--- src/vjm_pkg.sv ---
// Types and constants shared by the voltage jump monitor modules.
package vjm_pkg;

   localparam int DEV_W     = 5;
   localparam int READ_W    = 16;
   localparam int CNT_W     = 16;
   localparam int CSR_IDX_W = 8;
   localparam int CSR_W     = 16;
   localparam int DIFF_W    = 18;

   localparam logic [CSR_IDX_W-1:0] CSR_THRESHOLD = 8'd0;
   localparam logic [CSR_IDX_W-1:0] CSR_PERIOD    = 8'd1;

   localparam logic [CSR_W-1:0] THRESHOLD_RESET = 16'd30;
   localparam logic [CSR_W-1:0] PERIOD_RESET    = 16'd21 + 16'd9;

   localparam logic [CNT_W-1:0] CNT_MAX = {CNT_W{1'b1}};

   typedef struct packed {
      logic [DEV_W-1:0]         device_number;
      logic signed [READ_W-1:0] reading;
   } req_type;

   typedef struct packed {
      logic             warning;
      logic             report_valid;
      logic [DEV_W-1:0] worst_device;
   } rsp_type;

endpackage

--- src/voltage_jump_monitor_top.sv ---
// Top level of the voltage jump monitor: sequencer, state stores and result register.
//
// One reading is accepted when req_ready is high; the block then works on it alone.
// An in-range reading that does not close a report period passes these steps before
// the next acceptance: fetch of the stored reading and counter from the per-device
// RAMs, difference, threshold check with write-back, result load. A reading that
// closes a period adds a scan, in which the warning counter RAM is read one entry a
// cycle through its single read port and the shared subtractor picks the largest
// count. A reading for a device number at or above DEVICE_COUNT goes straight to the
// result load. Results wait in an output register, so a new reading is taken while
// the last result still waits. Per-device valid flops stand for the all-zero reset
// state, so no clearing pass is needed after reset.
module voltage_jump_monitor_top
   import vjm_pkg::*;
#(
   parameter int DEVICE_COUNT = 32
) (
   input  logic                 clock,
   input  logic                 reset,
   input  logic                 req_valid,
   output logic                 req_ready,
   input  req_type              req_data,
   output logic                 rsp_valid,
   input  logic                 rsp_ready,
   output rsp_type              rsp_data,
   input  logic                 csr_valid,
   output logic                 csr_ready,
   input  logic [CSR_IDX_W-1:0] csr_index,
   input  logic [CSR_W-1:0]     csr_data
);

   localparam int IDX_W = $clog2(DEVICE_COUNT);
   localparam logic [IDX_W-1:0] LAST_IDX = IDX_W'(DEVICE_COUNT - 1);

   typedef enum logic [6:0] {
      ST_IDLE      = 7'b0000001,
      ST_FETCH     = 7'b0000010,
      ST_DIFF      = 7'b0000100,
      ST_CHECK     = 7'b0001000,
      ST_SCAN      = 7'b0010000,
      ST_SCAN_LAST = 7'b0100000,
      ST_FINISH    = 7'b1000000
   } state_type;

   state_type state_ff, state_in;

   logic [CSR_W-1:0] threshold_ff, threshold_in;
   logic [CSR_W-1:0] period_ff, period_in;
   logic [CNT_W-1:0] rip_ff, rip_in;

   logic [IDX_W-1:0]         dev_ff, dev_in;
   logic signed [READ_W-1:0] rd_ff, rd_in;
   logic                     prev_nz_ff, prev_nz_in;
   logic [DIFF_W-2:0]        mag_ff, mag_in;
   logic [CNT_W-1:0]         cnt_ff, cnt_in;
   logic                     warn_ff, warn_in;
   logic                     rep_ff, rep_in;
   logic [IDX_W-1:0]         scan_ff, scan_in;
   logic [IDX_W-1:0]         best_idx_ff, best_idx_in;
   logic [CNT_W-1:0]         best_cnt_ff, best_cnt_in;

   logic [DEVICE_COUNT-1:0] vld_ff, vld_in;
   logic                    rd_vld_ff;

   logic    rsp_valid_ff, rsp_valid_in;
   rsp_type rsp_data_ff, rsp_data_in;

   logic [IDX_W-1:0]  raddr;
   logic              we;
   logic [READ_W-1:0] last_q;
   logic [CNT_W-1:0]  cnt_q;
   logic [CNT_W-1:0]  cnt_wdata;
   logic signed [READ_W-1:0] prev;
   logic [CNT_W-1:0]  cnt_rd;

   logic signed [DIFF_W-1:0] sub_a, sub_b, sub_diff;
   logic                     sub_neg;
   logic [DIFF_W-2:0]        abs_diff;

   logic [CNT_W-1:0] rip_next;
   logic [CSR_W-1:0] period_eff;
   logic             dev_in_range;
   logic             out_free;

   assign req_ready = (state_ff == ST_IDLE);
   assign csr_ready = 1'b1;
   assign rsp_valid = rsp_valid_ff;
   assign rsp_data  = rsp_data_ff;

   assign dev_in_range = (32'(req_data.device_number) < DEVICE_COUNT);
   assign out_free     = !rsp_valid_ff || rsp_ready;

   // Select the RAM read address: scan index while scanning, else the device
   assign raddr = (state_ff == ST_SCAN) ? scan_ff : dev_ff;
   assign we    = (state_ff == ST_CHECK);

   // Stored values read as zero until the entry is first written
   assign prev   = rd_vld_ff ? signed'(last_q) : '0;
   assign cnt_rd = rd_vld_ff ? cnt_q : '0;

   assign cnt_wdata = (warn_in && cnt_ff != CNT_MAX) ? cnt_ff + 1'b1 : cnt_ff;

   vjm_ram #(
      .WIDTH(READ_W),
      .DEPTH(DEVICE_COUNT)
   ) u_last_ram (
      .clock (clock),
      .we    (we),
      .waddr (dev_ff),
      .wdata (rd_ff),
      .raddr (raddr),
      .rdata (last_q)
   );

   vjm_ram #(
      .WIDTH(CNT_W),
      .DEPTH(DEVICE_COUNT)
   ) u_count_ram (
      .clock (clock),
      .we    (we),
      .waddr (dev_ff),
      .wdata (cnt_wdata),
      .raddr (raddr),
      .rdata (cnt_q)
   );

   // Steer the shared subtractor by sequencer step
   always_comb begin
      case (state_ff)
         ST_DIFF: begin
            sub_a = DIFF_W'(rd_ff);
            sub_b = DIFF_W'(prev);
         end
         ST_CHECK: begin
            sub_a = signed'({2'b00, threshold_ff});
            sub_b = signed'({1'b0, mag_ff});
         end
         default: begin
            sub_a = signed'({2'b00, best_cnt_ff});
            sub_b = signed'({2'b00, cnt_rd});
         end
      endcase
   end

   vjm_sub_unit u_sub (
      .a    (sub_a),
      .b    (sub_b),
      .diff (sub_diff),
      .neg  (sub_neg)
   );

   assign abs_diff   = sub_neg ? (DIFF_W-1)'(-sub_diff) : sub_diff[DIFF_W-2:0];
   assign rip_next   = rip_ff + 1'b1;
   assign period_eff = (period_ff == '0) ? CSR_W'(1) : period_ff;

   // Sequencer and datapath next state
   always_comb begin
      state_in     = state_ff;
      threshold_in = threshold_ff;
      period_in    = period_ff;
      rip_in       = rip_ff;
      dev_in       = dev_ff;
      rd_in        = rd_ff;
      prev_nz_in   = prev_nz_ff;
      mag_in       = mag_ff;
      cnt_in       = cnt_ff;
      warn_in      = warn_ff;
      rep_in       = rep_ff;
      scan_in      = scan_ff;
      best_idx_in  = best_idx_ff;
      best_cnt_in  = best_cnt_ff;
      vld_in       = vld_ff;
      rsp_valid_in = rsp_valid_ff;
      rsp_data_in  = rsp_data_ff;

      // Take configuration writes; unknown indexes are dropped
      if (csr_valid) begin
         unique case (csr_index)
            CSR_THRESHOLD: threshold_in = csr_data;
            CSR_PERIOD:    period_in    = csr_data;
            default: ;
         endcase
      end

      // Drop the result once taken
      if (rsp_valid_ff && rsp_ready) begin
         rsp_valid_in = 1'b0;
      end

      unique case (state_ff)
         ST_IDLE: begin
            if (req_valid) begin
               dev_in  = IDX_W'(req_data.device_number);
               rd_in   = req_data.reading;
               warn_in = 1'b0;
               rep_in  = 1'b0;
               state_in = dev_in_range ? ST_FETCH : ST_FINISH;
            end
         end
         ST_FETCH: begin
            state_in = ST_DIFF;
         end
         ST_DIFF: begin
            prev_nz_in = (prev != '0);
            mag_in     = abs_diff;
            cnt_in     = cnt_rd;
            state_in   = ST_CHECK;
         end
         ST_CHECK: begin
            warn_in        = prev_nz_ff && sub_neg;
            vld_in[dev_ff] = 1'b1;
            best_idx_in    = '0;
            best_cnt_in    = '0;
            scan_in        = '0;
            if (rip_next >= period_eff) begin
               rip_in   = '0;
               rep_in   = 1'b1;
               state_in = ST_SCAN;
            end else begin
               rip_in   = rip_next;
               state_in = ST_FINISH;
            end
         end
         ST_SCAN: begin
            // Data on the read port belongs to the previous index
            if (scan_ff != '0 && sub_neg) begin
               best_idx_in = scan_ff - 1'b1;
               best_cnt_in = cnt_rd;
            end
            if (scan_ff == LAST_IDX) begin
               state_in = ST_SCAN_LAST;
            end else begin
               scan_in = scan_ff + 1'b1;
            end
         end
         ST_SCAN_LAST: begin
            if (sub_neg) begin
               best_idx_in = LAST_IDX;
               best_cnt_in = cnt_rd;
            end
            state_in = ST_FINISH;
         end
         ST_FINISH: begin
            // Hold until the output register is free
            if (out_free) begin
               rsp_valid_in              = 1'b1;
               rsp_data_in.warning       = warn_ff;
               rsp_data_in.report_valid  = rep_ff;
               rsp_data_in.worst_device  = rep_ff ? DEV_W'(best_idx_ff) : '0;
               state_in                  = ST_IDLE;
            end
         end
         default: begin
            state_in = ST_IDLE;
         end
      endcase
   end

   // Control registers
   always_ff @(posedge clock) begin
      if (reset) begin
         state_ff     <= ST_IDLE;
         threshold_ff <= THRESHOLD_RESET;
         period_ff    <= PERIOD_RESET;
         rip_ff       <= '0;
         vld_ff       <= '0;
         rsp_valid_ff <= 1'b0;
      end else begin
         state_ff     <= state_in;
         threshold_ff <= threshold_in;
         period_ff    <= period_in;
         rip_ff       <= rip_in;
         vld_ff       <= vld_in;
         rsp_valid_ff <= rsp_valid_in;
      end
   end

   // Payload registers
   always_ff @(posedge clock) begin
      dev_ff      <= dev_in;
      rd_ff       <= rd_in;
      prev_nz_ff  <= prev_nz_in;
      mag_ff      <= mag_in;
      cnt_ff      <= cnt_in;
      warn_ff     <= warn_in;
      rep_ff      <= rep_in;
      scan_ff     <= scan_in;
      best_idx_ff <= best_idx_in;
      best_cnt_ff <= best_cnt_in;
      rd_vld_ff   <= vld_ff[raddr];
      rsp_data_ff <= rsp_data_in;
   end

endmodule

--- src/vjm_ram.sv ---
// Generic single-write, single-read RAM with registered read data.
module vjm_ram #(
   parameter int WIDTH = 16,
   parameter int DEPTH = 32
) (
   input  logic                     clock,
   input  logic                     we,
   input  logic [$clog2(DEPTH)-1:0] waddr,
   input  logic [WIDTH-1:0]         wdata,
   input  logic [$clog2(DEPTH)-1:0] raddr,
   output logic [WIDTH-1:0]         rdata
);

   logic [WIDTH-1:0] mem [DEPTH];
   logic [WIDTH-1:0] rdata_ff;

   // Write on enable, register the read word every cycle
   always_ff @(posedge clock) begin
      if (we) begin
         mem[waddr] <= wdata;
      end
      rdata_ff <= mem[raddr];
   end

   assign rdata = rdata_ff;

endmodule

--- src/vjm_sub_unit.sv ---
// Shared signed subtractor used for the reading difference and all compares.
module vjm_sub_unit
   import vjm_pkg::*;
(
   input  logic signed [DIFF_W-1:0] a,
   input  logic signed [DIFF_W-1:0] b,
   output logic signed [DIFF_W-1:0] diff,
   output logic                     neg
);

   // Subtract; the sign tells b > a
   assign diff = a - b;
   assign neg  = diff[DIFF_W-1];

endmodule
--- config.mk ---
export PLATFORM = sky130hd
export DESIGN_NAME = voltage_jump_monitor_top
export DESIGN_NICKNAME = d
export VERILOG_FILES = /design/src/vjm_pkg.sv /design/src/voltage_jump_monitor_top.sv /design/src/vjm_ram.sv /design/src/vjm_sub_unit.sv
export SDC_FILE = /design/constraint.sdc
export NUM_CORES = 2
export LEC_CHECK = 0
export CAP_MARGIN = 20
export CORE_ASPECT_RATIO = 0.6
export CORE_MARGIN = 5
export CORE_UTILIZATION = 68
export CTS_CLUSTER_SIZE = 25
export DETAILED_ROUTE_END_ITERATION = 6
export DONT_BUFFER_PORTS = 1
export GPL_ROUTABILITY_DRIVEN = 1
export MAX_ROUTING_LAYER = met4
export PLACE_DENSITY_LB_ADDON = 0.2
export SLEW_MARGIN = 10
export SYNTH_ARGS = -nofsm -noshare
export SYNTH_HDL_FRONTEND = slang
export SYNTH_SLANG_ARGS = --single-unit
--- constraint.sdc ---
create_clock -name clock -period 8.7 [get_ports clock]
set_clock_uncertainty 0.05 [all_clocks]
set_input_delay 2.175 -clock clock [delete_from_list [all_inputs] [get_ports clock]]
set_output_delay 2.175 -clock clock [all_outputs]
set_load 0.005 [all_outputs]
==> impl_metrics.tcl <==
set metrics [dict create \
    design_area_mm2 0.05434 \
    setup_violations 0 \
    grt_max_degree 78 \
    synth_top_area_share_pct 68.19 \
    synth_top_cell_by_area "edfxtp_1" \
    cts_setup_buffers 0 \
    area_growth_pct 10.86 \
    grt_overflow 0 \
    outcome "finished clean" \
    timing_hold_violations_final 0 \
    numCtsBuffers 103 \
    power_leakage_nw 17.62 \
    finalCritPeriodShare_pct 81.95 \
    antenna_found_initial 5 \
    critical_path_class "reg2reg" \
    drc_errors 0 \
    wl_per_cell_um 34.33 \
    antenna_left 0 \
    gp_congestion 0.9365 \
    power.density_mw_per_mm2 232.7 \
    power_switching_mw 2.944 \
    drt-initial-drc-count 4132 \
    clk_latency_ns 0.69 \
    crit_required_ns 9.02 \
    worstMarginPinSlew_ns 1.097 \
    cp.arrival_ns 7.45 \
    startpoint_type "flop" \
    track_usage_pct 33.76 \
    power_frac_comb_pct 9.4 \
    synth_nets 2645 \
    grt_pass1_vias 25667 \
    end_kind "flop" \
    maxCapViolations 0 \
    syn_inst 2554 \
    drt-total-wl_um 126600 \
    dr.pass1.iters 6 \
    cp_cell_sequence "nor4_2 -> nor2b_1 -> nand2_1 -> inv_2 -> nor2_2 -> buf_4 -> a22o_1 -> a22oi_1 -> ha_1 -> o211ai_1 -> nand3b_1 -> o2111ai_1 -> a21oi_1 -> o21ai_0 -> a31o_2 -> a32oi_2 -> clkinv_1 -> a41oi_4" \
    grt_pass1_wl_um 179800 \
    synth_edf_count 1113 \
    max_freq_mhz 140.3 \
    fp.coreArea_mm2 0.07160 \
    layout-drive-gt1-share_pct 24.44 \
    post-route-min-period_ns 7.130 \
    port_buffers 0 \
    cts_tree "done" \
    ctsResizeCount 0 \
    worstReg2RegStart "state_ff[1]$_SDFFE_PP0P_" \
    synth_area_mm2 0.04901 \
    dpl_cell_area_mm2 0.05054 \
    synth.distinct_cells 80 \
    via_count 26208 \
    die-area_mm2 0.07772 \
    dp_hpwl_um 66860 \
    fin_nets 2705 \
    synthFlopType "edfxtp_1" \
    pwr-share-clk_pct 37.7 \
    fp-row-count 76 \
    critPathMaxFanout 45 \
    total_power_mw 12.65 \
    rsz0062_at_grt "false" \
    start_util_pct 68.45 \
    worstHoldStart "vld_ff[30]$_SDFFE_PP0N_" \
    setup_tns_ns 0 \
    io_pins 60 \
    p_int_mw 9.703 \
    yosysSeqAreaShare_pct 73.17 \
    crit_slowest_cell "a41oi_4" \
    post-route-util_pct 75.89 \
    clk_pin_slew_ns 0.07 \
    viasPerCell 7.106 \
    relSlewSlack_pct 26.86 \
    die_h_um 218.0 \
    p_sw_share_pct 23.28 \
    holdBufCountCts 0 \
    ys_ff_latch 1235 \
    slowest_delay_ns 0.78 \
    cts.sinks 1235 \
    min_path_type "reg2reg" \
    drv_slew 0 \
    async_flop_share_pct 0 \
    htree_num_levels 3 \
    reg2regPathDepth 18 \
    seqPwrFrac_pct 52.8 \
    clockBufferDepth 3 \
    netlist_top_cells_area "edfxtp_1 (68%), mux4_2 (12%), dfxtp_1 (5.0%)" \
    crit_start "state_ff[1]$_SDFFE_PP0P_" \
    avgSynthCellArea_um2 19.19 \
    die_w_um 356.6 \
    clockRootBuffer "clkbuf_16" \
    ir_drop_mv 0.2147 \
    ys_warn_count 0 \
    whs_path_depth 2 \
]
worst paths after layout:
path,end,slack (ns)
worst max-delay path,u_count_ram.mem[5][12]$_DFFE_PP_,1.57
worst max register to register,u_count_ram.mem[5][12]$_DFFE_PP_,1.57
worst min-delay path,vld_ff[30]$_SDFFE_PP0N_,0.42
worst min register to register,vld_ff[30]$_SDFFE_PP0N_,0.42
power groups by stage:
stage | combinational [mW] | sequential, mW | clock [mW]
2_1_floorplan | 0.839 | 6.74 | 0
3_3_place_gp | 1.09 | 6.83 | 0
3_5_place_dp | 1.12 | 6.83 | 0
4_1_cts | 1.13 | 6.70 | 4.78
5_1_grt | 1.26 | 6.68 | 5.07
6_report | 1.19 | 6.68 | 4.77
synthesized netlist by cell type, types with 9 or more instances:
cell and n:
a221oi_1 34, xor2_1 32, nand2_1 70, buf_1 11, and2_1 40, nor2_1 165
ha_1 40, a22o_1 17, nand3_1 21, mux2_2 69, nor3_1 11, edfxtp_1 1113
mux2i_1 94, mux4_2 264, clkbuf_1 47, a22oi_1 28, xnor2_1 33, a21oi_1 30
dfxtp_1 122, buf_4 30, o22ai_1 35, o21ai_0 26, nor4_1 11, nor2b_1 9
buf_2 35, inv_1 36
worst max-delay path, delay by kind of cell, from the launching register on:
| family | cells | cell delay [ns] |
|---|---|---|
| AOI/OAI and AO/OA | 9 | 3.01 |
| adders and majority gates | 1 | 0.35 |
| DFF | 1 | 0.37 |
| and+or+nand+nor | 5 | 1.31 |
| buffers and inverters | 3 | 1.65 |
layer usage:
metal	GRT usage, %	part of all wire [%]
met5	-	0
met4	9.658	2.8
met3	9.873	13
met2	48.25	46
met1	48.63	38
sequential cells by signal, indices dropped and copies added (netlist names), 16 cells and up:
| name | cells |
|---|---|
| vld_ff | 32 |
| rd_ff | 16 |
| rip_ff | 16 |
| mag_ff | 17 |
| u_count_ram.rdata | 16 |
| cnt_ff | 16 |
| threshold_ff | 16 |
| u_count_ram.mem | 512 |
| u_last_ram.mem | 512 |
| period_ff | 16 |
| u_last_ram.rdata | 16 |
| best_cnt_ff | 16 |
cell families after synthesis:
family / share of synthesized area, %
multiplexers: 15.64
AO/OA/AOI/OAI: 3.525
flip-flops: 73.17
buffers and inverters: 1.562
other: 0.007651
XOR/XNOR: 1.161
AND/OR/NAND/NOR: 3.875
adder cells (fa/ha/maj): 1.062
area by class of cell:
cell class / count / area [µm²]
antenna: 8 / 20.02
clock buffer: 131 / 2779
clock inverter: 65 / 679.4
fill: 3855 / 17260
inverter: 38 / 142.6
multi-input combinational: 1157 / 12880
sequential: 1235 / 35860
tap: 975 / 1220
timing repair buffer: 79 / 758.2
through the flow:
step                instances  setup WS [ns]  hold WS (ns)
CTS                      3665          1.438        0.4200
detailed placement       3469          1.570        0.4068
global placement         3469          1.966        0.3936
floorplan                2554          3.066        0.3786
global route             3685          1.181        0.4546
finish                   3688          1.570        0.4215
layout by cell type, fill, tap and decap left out, types with 8 or more instances in the layout:
cell | Yosys | final
a211o_1 | 8 | 8
a21oi_1 | 30 | 29
a221oi_1 | 34 | 34
a22o_1 | 17 | 17
a22oi_1 | 28 | 28
a32o_1 | 8 | 8
and2_1 | 40 | 40
and3_1 | 8 | 8
buf_4 | 30 | 61
bufinv_16 | 0 | 12
clkbuf_1 | 47 | 18
clkbuf_16 | 0 | 104
clkinv_1 | 1 | 13
clkinv_2 | 0 | 28
dfxtp_1 | 122 | 122
diode_2 | 0 | 8
edfxtp_1 | 1113 | 1113
ha_1 | 40 | 40
inv_1 | 36 | 36
mux2_2 | 69 | 69
mux2i_1 | 94 | 93
mux4_2 | 264 | 264
nand2_1 | 70 | 68
nand2b_1 | 8 | 8
nand3_1 | 21 | 21
nand3b_1 | 8 | 8
nor2_1 | 165 | 128
nor2_4 | 0 | 34
nor2b_1 | 9 | 9
nor3_1 | 11 | 11
nor4_1 | 11 | 11
o21ai_0 | 26 | 26
o22ai_1 | 35 | 35
xnor2_1 | 33 | 27
xor2_1 | 32 | 24
(Power assumes the default switching activity.)
